[src/sv/two_level_page_table_grow_shrink_top_defines.svh]
// Assertion macros for the page table frame allocator.
`ifndef TWO_LEVEL_PAGE_TABLE_GROW_SHRINK_TOP_DEFINES_SVH
`define TWO_LEVEL_PAGE_TABLE_GROW_SHRINK_TOP_DEFINES_SVH
`ifndef SYNTH
`define TLPT_ASSERT(name, clk, rst_n, prop, msg) \
  name: assert property (@(posedge clk) disable iff (!rst_n) prop) else $error(msg);
`define TLPT_ASSERT_ALWAYS(name, clk, prop, msg) \
  name: assert property (@(posedge clk) prop) else $error(msg);
`else
`define TLPT_ASSERT(name, clk, rst_n, prop, msg)
`define TLPT_ASSERT_ALWAYS(name, clk, prop, msg)
`endif
`endif

[src/sv/tlpt_pkg.sv]
// Shared types and constants of the page table frame allocator.
`timescale 1ns / 1ps
`default_nettype none
package tlpt_pkg;
  localparam int unsigned FRAMES     = 256;
  localparam int unsigned FRAME_W    = 8;
  localparam int unsigned ENTRIES    = 1024;
  localparam int unsigned IDX_W      = 10;
  localparam int unsigned ADDR_W     = FRAME_W + IDX_W;
  localparam int unsigned ENTRY_W    = FRAME_W + 1;
  localparam int unsigned CNT_W      = IDX_W + 1;
  localparam int unsigned FREE_W     = 9;
  localparam int unsigned OPER_W     = 2;
  localparam int unsigned STAT_W     = 2;
  localparam int unsigned RADDR_W    = 20;
  localparam int unsigned PAGE_SHIFT = 12;

  typedef enum logic [OPER_W-1:0] {
    OP_CREATE, OP_GROW, OP_SHRINK, OP_FREE
  } op_e;

  typedef enum logic [STAT_W-1:0] {
    ST_OK, ST_NOFREE, ST_LIMIT, ST_EMPTY
  } status_e;

  typedef enum logic [4:0] {
    DC_NONE, DC_LOAD, DC_SCAN_ROOT, DC_SCAN_SUB, DC_SCAN_RD, DC_SCAN_CHK,
    DC_SET_LAST, DC_NEWTBL_FIRST, DC_NEWTBL_NEXT, DC_SET_F, DC_SET_FM1,
    DC_ST_NOFREE, DC_ST_LIMIT, DC_ST_EMPTY, DC_TAKE_START, DC_TAKE_SUB,
    DC_TAKE_PAGE, DC_CLR_START, DC_CLR_WR, DC_WR_ROOT_SUB, DC_WR_SUB_PAGE,
    DC_ZERO_SUB_ENTRY, DC_ZERO_ROOT_LAST, DC_REL_HIT, DC_REL_SUB,
    DC_FREE_ROOT, DC_DONE
  } dp_cmd_e;

  typedef enum logic [4:0] {
    S_IDLE, S_DISPATCH, S_FR_CHK, S_S1_RD, S_S1_CHK, S_S1_END, S_S2_START,
    S_S2_RD, S_S2_CHK, S_S2_END, S_CHKFREE, S_TK_SUB, S_CLR_INIT, S_CLR,
    S_G_ROOT, S_G_TAKE2, S_TK_PAGE, S_WR_PAGE, S_SH_REL, S_SH_ZERO,
    S_SH_REL2, S_ZROOT, S_DONE
  } ctrl_state_e;

  typedef struct packed {
    op_e  op;
    logic newtbl;
    logic scan_end;
    logic cnt_zero;
    logic cnt_full;
    logic cnt_last;
    logic last_max;
    logic f_zero;
    logic free_ok;
    logic bm_used;
    logic out_free;
  } dp_stat_t;
endpackage
`default_nettype wire

[src/sv/tlpt_ctrl.sv]
// Controller state machine sequencing scans, frame searches and writes.
`timescale 1ns / 1ps
`default_nettype none
module tlpt_ctrl
  import tlpt_pkg::*;
(
  input  wire logic     clk_i,
  input  wire logic     rst_ni,
  input  wire logic     in_valid_i,
  output logic          in_ready_o,
  input  wire dp_stat_t st_i,
  output dp_cmd_e       cmd_o
);
  ctrl_state_e state_q, state_d;

  always_ff @(posedge clk_i or negedge rst_ni) begin
    if (!rst_ni) state_q <= S_IDLE;
    else state_q <= state_d;
  end

  always_comb begin
    state_d = state_q;
    case (state_q)
      S_IDLE:     if (in_valid_i) state_d = S_DISPATCH;
      S_DISPATCH: begin
        case (st_i.op)
          OP_CREATE:           state_d = st_i.free_ok ? S_TK_PAGE : S_DONE;
          OP_GROW, OP_SHRINK:  state_d = S_S1_RD;
          default:             state_d = S_FR_CHK;
        endcase
      end
      S_FR_CHK:   state_d = st_i.bm_used ? S_ZROOT : S_DONE;
      S_S1_RD:    state_d = S_S1_CHK;
      S_S1_CHK:   state_d = st_i.scan_end ? S_S1_END : S_S1_RD;
      S_S1_END: begin
        if (!st_i.cnt_zero) state_d = S_S2_START;
        else state_d = (st_i.op == OP_GROW) ? S_CHKFREE : S_DONE;
      end
      S_S2_START: state_d = S_S2_RD;
      S_S2_RD:    state_d = S_S2_CHK;
      S_S2_CHK:   state_d = st_i.scan_end ? S_S2_END : S_S2_RD;
      S_S2_END: begin
        if (st_i.op == OP_GROW) begin
          state_d = (st_i.cnt_full && st_i.last_max) ? S_DONE : S_CHKFREE;
        end else begin
          state_d = st_i.cnt_zero ? S_DONE : S_SH_REL;
        end
      end
      S_CHKFREE: begin
        if (!st_i.free_ok) state_d = S_DONE;
        else state_d = st_i.newtbl ? S_TK_SUB : S_TK_PAGE;
      end
      S_TK_SUB:   if (!st_i.bm_used) state_d = S_CLR_INIT;
      S_CLR_INIT: state_d = S_CLR;
      S_CLR: begin
        if (st_i.cnt_last) state_d = (st_i.op == OP_CREATE) ? S_DONE : S_G_ROOT;
      end
      S_G_ROOT:   state_d = S_G_TAKE2;
      S_G_TAKE2:  state_d = S_TK_PAGE;
      S_TK_PAGE: begin
        if (!st_i.bm_used) state_d = (st_i.op == OP_CREATE) ? S_CLR_INIT : S_WR_PAGE;
      end
      S_WR_PAGE:  state_d = S_DONE;
      S_SH_REL:   state_d = S_SH_ZERO;
      S_SH_ZERO:  state_d = st_i.f_zero ? S_SH_REL2 : S_DONE;
      S_SH_REL2:  state_d = S_ZROOT;
      S_ZROOT:    state_d = S_DONE;
      S_DONE:     if (st_i.out_free) state_d = S_IDLE;
      default:    state_d = S_IDLE;
    endcase
  end

  always_comb begin
    cmd_o = DC_NONE;
    case (state_q)
      S_IDLE:     if (in_valid_i) cmd_o = DC_LOAD;
      S_DISPATCH: begin
        case (st_i.op)
          OP_CREATE:          cmd_o = st_i.free_ok ? DC_TAKE_START : DC_ST_NOFREE;
          OP_GROW, OP_SHRINK: cmd_o = DC_SCAN_ROOT;
          default:            cmd_o = DC_NONE;
        endcase
      end
      S_FR_CHK:           cmd_o = DC_FREE_ROOT;
      S_S1_RD, S_S2_RD:   cmd_o = DC_SCAN_RD;
      S_S1_CHK, S_S2_CHK: cmd_o = DC_SCAN_CHK;
      S_S1_END: begin
        if (!st_i.cnt_zero) cmd_o = DC_SET_LAST;
        else cmd_o = (st_i.op == OP_GROW) ? DC_NEWTBL_FIRST : DC_ST_EMPTY;
      end
      S_S2_START:         cmd_o = DC_SCAN_SUB;
      S_S2_END: begin
        if (st_i.op == OP_GROW) begin
          if (!st_i.cnt_full) cmd_o = DC_SET_F;
          else cmd_o = st_i.last_max ? DC_ST_LIMIT : DC_NEWTBL_NEXT;
        end else begin
          cmd_o = st_i.cnt_zero ? DC_ST_EMPTY : DC_SET_FM1;
        end
      end
      S_CHKFREE:  cmd_o = st_i.free_ok ? DC_TAKE_START : DC_ST_NOFREE;
      S_TK_SUB:   cmd_o = DC_TAKE_SUB;
      S_CLR_INIT: cmd_o = DC_CLR_START;
      S_CLR:      cmd_o = DC_CLR_WR;
      S_G_ROOT:   cmd_o = DC_WR_ROOT_SUB;
      S_G_TAKE2:  cmd_o = DC_TAKE_START;
      S_TK_PAGE:  cmd_o = DC_TAKE_PAGE;
      S_WR_PAGE:  cmd_o = DC_WR_SUB_PAGE;
      S_SH_REL:   cmd_o = DC_REL_HIT;
      S_SH_ZERO:  cmd_o = DC_ZERO_SUB_ENTRY;
      S_SH_REL2:  cmd_o = DC_REL_SUB;
      S_ZROOT:    cmd_o = DC_ZERO_ROOT_LAST;
      S_DONE:     cmd_o = st_i.out_free ? DC_DONE : DC_NONE;
      default:    cmd_o = DC_NONE;
    endcase
  end

  assign in_ready_o = (state_q == S_IDLE);
endmodule
`default_nettype wire

[config.mk]
export PLATFORM = sky130hd
export DESIGN_NAME = tlpt_ctrl
export DESIGN_NICKNAME = d
export VERILOG_FILES = /design/src/sv/two_level_page_table_grow_shrink_top_defines.svh /design/src/sv/tlpt_pkg.sv /design/src/sv/tlpt_ctrl.sv
export SDC_FILE = /design/constraint.sdc
export NUM_CORES = 1
export LEC_CHECK = 0
export ABC_AREA = 1
export BUFFER_PORTS_ARGS = -buffer_cell sky130_fd_sc_hd__buf_2
export CAP_MARGIN = 20
export CORE_UTILIZATION = 30
export DETAILED_ROUTE_END_ITERATION = 12
export GPL_TIMING_DRIVEN = 0
export HOLD_SLACK_MARGIN = 0.02
export PLACE_DENSITY = 0.59
export SKIP_CTS_REPAIR_TIMING = 1
export SLEW_MARGIN = 10
export SYNTH_ARGS = -nofsm -noshare
export SYNTH_HDL_FRONTEND = slang
export SYNTH_SLANG_ARGS = --single-unit
[constraint.sdc]
create_clock -name clk_i -period 1.7 [get_ports clk_i]
set_input_delay 0.085 -clock clk_i [delete_from_list [all_inputs] [get_ports clk_i]]
set_output_delay 0.085 -clock clk_i [all_outputs]
set_load 0.05 [all_outputs]
# Word-level counts from Yosys, hierarchy flattened
# Index checks and enable logic that the tools add are counted.
# classes
eq_ne,29
n_mux,32
n_reduce_logical,8
# op_table
operator,n
$pmux W5 S22,1
$pmux W5 S21,1
$mux W5,15
$eq A5 B4 Y1 const B,8
$eq A5 B5 Y1 const B,7
$mux W3,7
$eq A5 B3 Y1 const B,4
$mux W4,3
$eq A5 B2 Y1 const B,2
$ne A2 B2 Y1 const B,5
$pmux W5 S2,1
$pmux W4 S2,1
$reduce_or A2 Y1,4
$eq A5 B1 Y1 const B,1
$logic_not A5 Y1,1
$reduce_and A5 Y1,1
$mux W2,2
$eq A2 B1 Y1 const B,1
$eq A2 B2 Y1 const B,1
$logic_not A2 Y1,1
$logic_and A1 B1 Y1,1
$mux W1,1
# word_totals
reg_bits,5
input_bits,15
word_cells,70
output_inout_bits,6

# Longest topological paths before layout
# Gate-level depths: netlist of run 1.
# logic_depth
word_depth,4
mapped_depth,10
mapped_depth_nobuf,10

# Worst setup path after synthesis of run 1
# No wires, ideal clock.
# synth_timing
path_type,reg2out
start,reg state_q[3]
end,out cmd_o[0]
path_stages_with_launch,9
setup_slack_ns,-0.497
n_path_buf,1
t_arrival_ns,2.112
t_required_ns,1.615
cell_sequence,dfrtp_1 nor2_1 buf_2 inv_2 nor2_1 nand2_1 o21ai_1 nor3b_1 nand3_1
# synth_via
elab_cells_between_ends,26
classes_between,22 x eq/ne; 1 x mux; 3 x reduce/logical
# synth_lines
element,line_no,rtl
start: declaration,tlpt_ctrl.sv:14,"ctrl_state_e state_q, state_d;"
start signal: assignment,tlpt_ctrl.sv:18,else state_q <= state_d;
$logic_not A5 Y1,n/a,
via in_ready_o,tlpt_ctrl.sv:10,"output logic in_ready_o,"
$pmux W5 S21,tlpt_ctrl.sv:75,case (state_q)
end: declaration,tlpt_ctrl.sv:12,output dp_cmd_e cmd_o
# The timed path passes the listed nets, and every way through them passes these cells.

# Worst setup path after layout of run 1
# layout_timing
start,reg state_q[0]
end,out cmd_o[4]
# layout_via
elab_chain_len,3
elab_cells_between_ends,26
classes_between,22 x eq/ne; 1 x mux; 3 x reduce/logical
# layout_lines
element,line_no
"$eq A5 B4 Y1, or another cell as far along",tlpt_ctrl.sv:75
$reduce_or A2 Y1,tlpt_ctrl.sv:75
$pmux W5 S21 (*),tlpt_ctrl.sv:75
# Mark *: on every way between the ends. The rest lies on a longest branch, timed or not.

==> impl_metrics.yaml, run 1 <==
placed_design:
  gp_congestion: 0.934
  dp_hpwl_um: 2820
  pre_cts_ws_ns: -0.0735
  port_buffers: 20
synth:
  synth_fp_nets: 233
  syn_inst: 214
  avgSynthCellArea_um2: 5.25
  synth_seq_cells: 5
  synth_cell_types: 28
  ys_seq_area_share_pct: 11.1
  yosysWarningCount: 0
  syn-cell-area_um2: 1120
cells_and_area:
  top_register: "state_q"
  drive_gt1_share_pct: 39.5
  area_delta_synth_final_pct: 46.7
  largest_reg_flops: 5
  antenna_cells: 0
  fillerInstances: 369
  nets: 273
  largestRegisters: "state_q x5"
global_route:
  grt_max_degree: 11
  grt_usage_pct: 18.0
  antenna_found_initial: 0
  grt_pass1_wl_um: 5780
  first_global_vias: 1309
  grt-ovfl-total: 0
worst_setup_path:
  cp_slowest_stage_delay_ns: 0.48
  cp.arrival_ns: 1.65
  crit_chain: "inv_2 > nand2_2 > nor2_4 > nand2_2 > nand2_1 > nor4_2 > nand2_1 > buf_6"
  worst_setup_path_end_kind: "primary output"
  critPathLaunchType: "register"
  path_class: "register to primary output"
  cp.required_ns: 1.62
  path_max_fanout: 7
  crit_slowest_cell: "dfrtp_2"
timing:
  fmax_ghz: 0.575
  hold_viol_final: 0
  grt_setup_unrepaired: "true"
  min_period_ns: 1.74
  clock_skew_ns: 0.00190
  fin_crit_sh_pct: 102
  setup_violations: 4
  maxSlewHeadroom_pct: 74.7
  finalWorstSetupSlack_ns: -0.0376
  tightest_slew_ns: 0.376
  slew_viol_final: 0
route:
  drc_errors: 0
  drt_first_pass_iters: 4
  vias_per_cell: 5.18
  wl_per_cell_um: 12.4
  totalWireLength_um: 3720
  drtIter0Drc: 97
  vias: 1549
  final_antenna_net_count: 0
floorplan:
  num_rows: 21
  die-area_um2: 3990
  die_w_um: 63.2
  die_h_um: 63.2
  core_area_um2: 3470
  start_util_pct: 32.4
  io_pins: 21
clocking:
  clock_path_buffers: 2
  cts_tree: "yes"
  root_buffer: "clkbuf_8"
  clk_pin_slew_ns: 0.03
  clk_latency_ns: 0.22
  cts_htree_levels: 1
  clock-sinks: 5
  numCtsBuffers: 3
power_and_ir_drop:
  ir_drop_uv: 878
  p_per_area_nw_per_um2: 1900
  p_total_mw: 3.13
  p_leak_nw: 0.907
run_status:
  status: "finished, violations left"
  violations: "setup timing"
min_path:
  hold_path.class: "primary input to register"
run:
  maxCapViolCount: 0
## per-layer routing
layer  part of all wire (%)  track usage, %  up-vias
met3                    9.9            3.62       12
met4                    2.0            5.68        0
met2                     46            27.3       87
li1                       -               -      767
met5                      0               0        -
met1                     42            25.2      683
## layout by cell type, fill, tap and decap left out, drive strengths merged, types with 4 or more instances in the layout
cell type / n
buf: 36
inv: 31
clkbuf: 4
nand3: 24
nand3b: 4
ha: 4
dfrtp: 5
a21oi: 8
nand2: 75
nor3: 5
nor2: 38
o21ai: 8
## cell usage after synthesis
cell	number	area [um2]
o21ai_1	2	10.0
inv_1	22	82.6
a21oi_2	1	8.76
nor2_4	3	33.8
buf_2	1	5.00
nand2_1	72	270
or2_2	1	6.26
nand3_4	1	17.5
nand3b_1	4	30.0
clkinv_1	1	3.75
nor2_2	8	50.1
buf_4	1	7.51
nor3_1	4	20.0
ha_1	4	50.1
nand3_1	23	115
inv_2	8	30.0
nor3b_1	2	15.0
nor4_1	2	12.5
dfrtp_1	5	125
a21oi_1	7	35.0
o21ai_0	5	25.0
a31oi_1	1	6.26
nor3_2	1	10.0
nor2_1	27	101
o21ai_2	1	8.76
and3_1	1	6.26
nand2_2	3	18.8
nand4_1	3	18.8
## power by group
part / total [mW] / switching (mW) / internal [mW] / leakage (nW)
Sequential: 0.310 / 0.124 / 0.187 / 0.0569
Clock: 0.215 / 0.0548 / 0.161 / 0.0228
Combinational: 2.61 / 1.65 / 0.959 / 0.827
Total: 3.13 / 1.83 / 1.31 / 0.907
## layout make-up
class                           count  area, um2  share of cell area [%]
Timing Repair Buffer               35        246                    15.0
Buffer                              2       22.5                    1.37
Multi-Input combinational cell    176       1020                    61.8
Clock buffer                        4       45.0                    2.73
Tap cell                           46       57.6                    3.49
Sequential cell                     5        131                    7.97
Inverter                           31        126                    7.67
## through the flow
step	cell area [um2]	setup TNS [ns]	hold WS, ns	utilization, %	cells
6_report	1650	-0.0972	0.169	47.5	299
5_1_grt	1650	-0.522	0.183	47.5	299
4_1_cts	1340	-1.37	-0.334	38.6	284
3_5_place_dp	1290	-0.198	-0.0999	37.3	280
3_3_place_gp	1290	-0.436	-0.0994	37.3	280
2_1_floorplan	1140	0	-0.211	-	214
## worst max-delay path, delay by kind of cell (launching register included)
family                 cells  cell delay [ns]
AND/OR/NAND/NOR            6             0.72
flip-flops                 1             0.48
buffers and inverters      2             0.23
## worst paths after layout
path / startpoint / endpoint / slack [ns] / cells past startpoint
worst max-delay path: state_q[0] / cmd_o[4] / -0.04 / 8
worst min register to register: state_q[1] / state_q[1] / 0.73 / 3
max in group asynchronous: rst_ni / state_q[1] / 1.36 / 2
worst max register to register: state_q[1] / state_q[2] / 0.09 / 11
min in group asynchronous: rst_ni / state_q[0] / 0.20 / 2
worst min-delay path: st_i[1] / state_q[4] / 0.17 / 3
## kinds of logic after synthesis
kind of cell    Yosys count  share of synthesized area [%]
compound gates           17                           8.35
fa+ha+maj                 4                           4.45
buf+inv                  33                           11.5
flops                     5                           11.1
simple gates            155                           64.6
Power figures use the tool's default switching activity.
==> run 2: changes to the inputs <==
- ABC_AREA: 1 -> unset
==> run 2 against run 1 <==
Highest routed layer unchanged. Global-route usage increased by 2.7 points. Setup slack worse by 0.29 ns. Die area rose by 9.4%. The flow still finishes with violations (setup timing).
==> impl_metrics.yaml, run 2 <==
cells_and_area:
  fin_util_pct: 48.2
  final_cell_mix: "18 x buf_2, 16 x buf_4, 12 x o21ai_1, 11 x buf_6, 10 x nand3_1"
  nets: 230
  drive_gt1_share_pct: 45.7
  top_register: "state_q"
  layout_commonest_cell: "buf_2"
  largestRegisters: "state_q x5"
  antenna_cells: 0
  area_delta_synth_final_pct: 48.6
  fin_area_um2: 1830
  largest_reg_flops: 5
route:
  final_antenna_net_count: 0
  drc_errors: 0
  totalWireLength_um: 4450
  drtIter0Drc: 129
  vias: 1549
  wl_per_cell_um: 17.2
  drt_first_pass_iters: 6
  vias_per_cell: 6.00
synth:
  synth.top_cell.area_share_pct: 10.2
  synth_cell_types: 58
  synth_edf_count: 0
  ys.flop_type: "dfrtp_1"
  synth_area_leaders: "dfrtp_1 10%, nor2b_1 5.6%, nand3_1 4.9%"
  avgSynthCellArea_um2: 7.29
  yosys.area.top_type: "dfrtp_1"
  async_flop_share_pct: 100
  yosysWarningCount: 0
  ys_seq_area_share_pct: 10.2
  syn_inst: 169
  synth_fp_nets: 188
  ys_top_cells_by_count: "12 x nand3_1, 12 x o21ai_0, 11 x a21oi_1, 11 x nor2b_1"
  synth_seq_cells: 5
  syn-cell-area_um2: 1230
worst_setup_path:
  cp.arrival_ns: 1.94
  timing.reg2reg.setup_slack_ns: -0.13
  crit_slowest_cell: "dfrtp_1"
  r2r-end: "state_q[4]"
  path_max_fanout: 6
  cp_slowest_stage_delay_ns: 0.39
  timing.rr.start: "state_q[0]"
  crit_top_cell: "buf_6"
  cp.required_ns: 1.62
  path_class: "register to primary output"
  worst_setup_path_end_kind: "primary output"
  critPathLaunchType: "register"
  crit_chain: "buf_6 > buf_6 > nor3b_4 > a32o_1 > a222oi_1 > o21ai_1 > buf_6"
  rr_worst_depth: 7
clocking:
  numCtsBuffers: 3
  clk_pin_slew_ns: 0.04
  cts_htree_levels: 1
  root_buffer: "clkbuf_8"
  clk_latency_ns: 0.23
  cts_tree: "yes"
  clock_path_buffers: 2
  clock-sinks: 5
global_route:
  grt_pass1_wl_um: 6710
  grt_max_degree: 11
  first_global_vias: 1338
  grt-ovfl-total: 0
  grt_usage_pct: 20.6
  antenna_found_initial: 0
timing:
  maxSlewHeadroom_pct: 71.6
  finalWorstSetupSlack_ns: -0.323
  setup_violations: 7
  fin_crit_sh_pct: 119
  min_period_ns: 2.02
  whs_ns: 0.192
  fmax_ghz: 0.494
  clock_skew_ns: 0.00255
  hold_viol_final: 0
  tightest_slew_ns: 0.426
  grt_setup_unrepaired: "true"
  slew_viol_final: 0
placed_design:
  dp_hpwl_um: 3100
  gp_congestion: 0.903
  place_area_um2: 1420
  port_buffers: 20
  pre_cts_ws_ns: -0.228
floorplan:
  start_util_pct: 32.4
  die-area_um2: 4370
  die_w_um: 66.1
  io_pins: 21
  num_rows: 22
  core_area_um2: 3800
  die_h_um: 66.1
power_and_ir_drop:
  clkPwrFrac_pct: 5.6
  ir_drop_uv: 1050
  p_switching_mw: 2.13
  switching_share_pct: 53.6
  p_per_area_nw_per_um2: 2160
  p_seq_share_pct: 5.5
  pwr-share-comb_pct: 88.9
  p_int_mw: 1.84
  p_leak_nw: 0.786
run_status:
  violations: "setup timing"
  status: "finished, violations left"
run:
  maxCapViolCount: 0
min_path:
  worstHoldEndpoint: "state_q[4]"
  hp-start: "st_i[1]"
  whs_path_depth: 3
  hold_path.class: "primary input to register"
==> run 2: cell count changes after synthesis, moves of 6 or more <==
cell,delta
nand2_1,-62
nor2_1,-23
inv_1,-14
nand3_1,-11
nor2b_1,+11
o21ai_1,+8
nor2_2,-7
o21ai_0,+7
inv_2,-6
==> run 2: final cells by class <==
cell class | instances | area (um2)
clock buffers | 4 | 45.0
flip-flops and latches | 5 | 125
repair buffers | 37 | 268
fillers | 369 | 1970
well taps | 48 | 60.1
inverters | 11 | 48.8
plain buffers | 14 | 161
multi-input cells | 139 | 1120
==> run 2: power by group through the flow <==
stage               clock, mW  combinational (mW)  sequential (mW)
detailed placement          0                2.61            0.207
global route            0.243                3.74            0.221
CTS                     0.229                2.61            0.206
floorplan                   0                2.02            0.200
finish                  0.222                3.52            0.217
global placement            0                2.61            0.205
==> run 2: worst max path at each step <==
stage / slack, ns / to / startpoint / cells past startpoint
3_3_place_gp: -0.28 / cmd_o[0] / state_q[0] / 8
4_1_cts: -0.50 / cmd_o[0] / state_q[0] / 8
3_5_place_dp: -0.23 / cmd_o[0] / state_q[0] / 8
2_1_floorplan: -0.09 / cmd_o[4] / state_q[1] / 7
6_report: -0.32 / cmd_o[1] / state_q[0] / 7
5_1_grt: -0.38 / cmd_o[2] / state_q[1] / 7
==> run 2: stage by stage <==
stage / total power, mW / cells / setup TNS [ns]
2_1_floorplan: 2.22 / 169 / -0.176
3_3_place_gp: 2.82 / 237 / -0.731
3_5_place_dp: 2.81 / 237 / -0.719
4_1_cts: 3.05 / 241 / -1.79
5_1_grt: 4.20 / 258 / -1.96
6_report: 3.96 / 258 / -1.24
==> run 2: metal layers <==
metal | up-vias | track usage [%] | wire length (um)
li1 | 724 | - | -
met3 | 16 | 5.17 | 385
met5 | - | 0 | 0
met2 | 93 | 29.0 | 1980
met4 | 0 | 9.31 | 113
met1 | 716 | 29.0 | 1970
==> run 2: cell families (layout without fill, tap and decap cells) <==
family                     count (synthesis)  in the layout  synth area share, %
adders and majority gates                  4              4                 4.06
buffers and inverters                     25             66                 12.0
DFF                                        5              5                 10.2
and+or+nand+nor                           69             69                 38.2
AOI/OAI and AO/OA                         65             65                 34.9
xor gates and xnor gates                   1              1                0.711
==> run 2: critical path: cells and delay by family (launching register included) <==
family / cells / cell delay [ns]
AO/OA/AOI/OAI: 3 / 0.71
buffers and inverters: 3 / 0.45
flip-flops: 1 / 0.39
AND/OR/NAND/NOR: 1 / 0.16
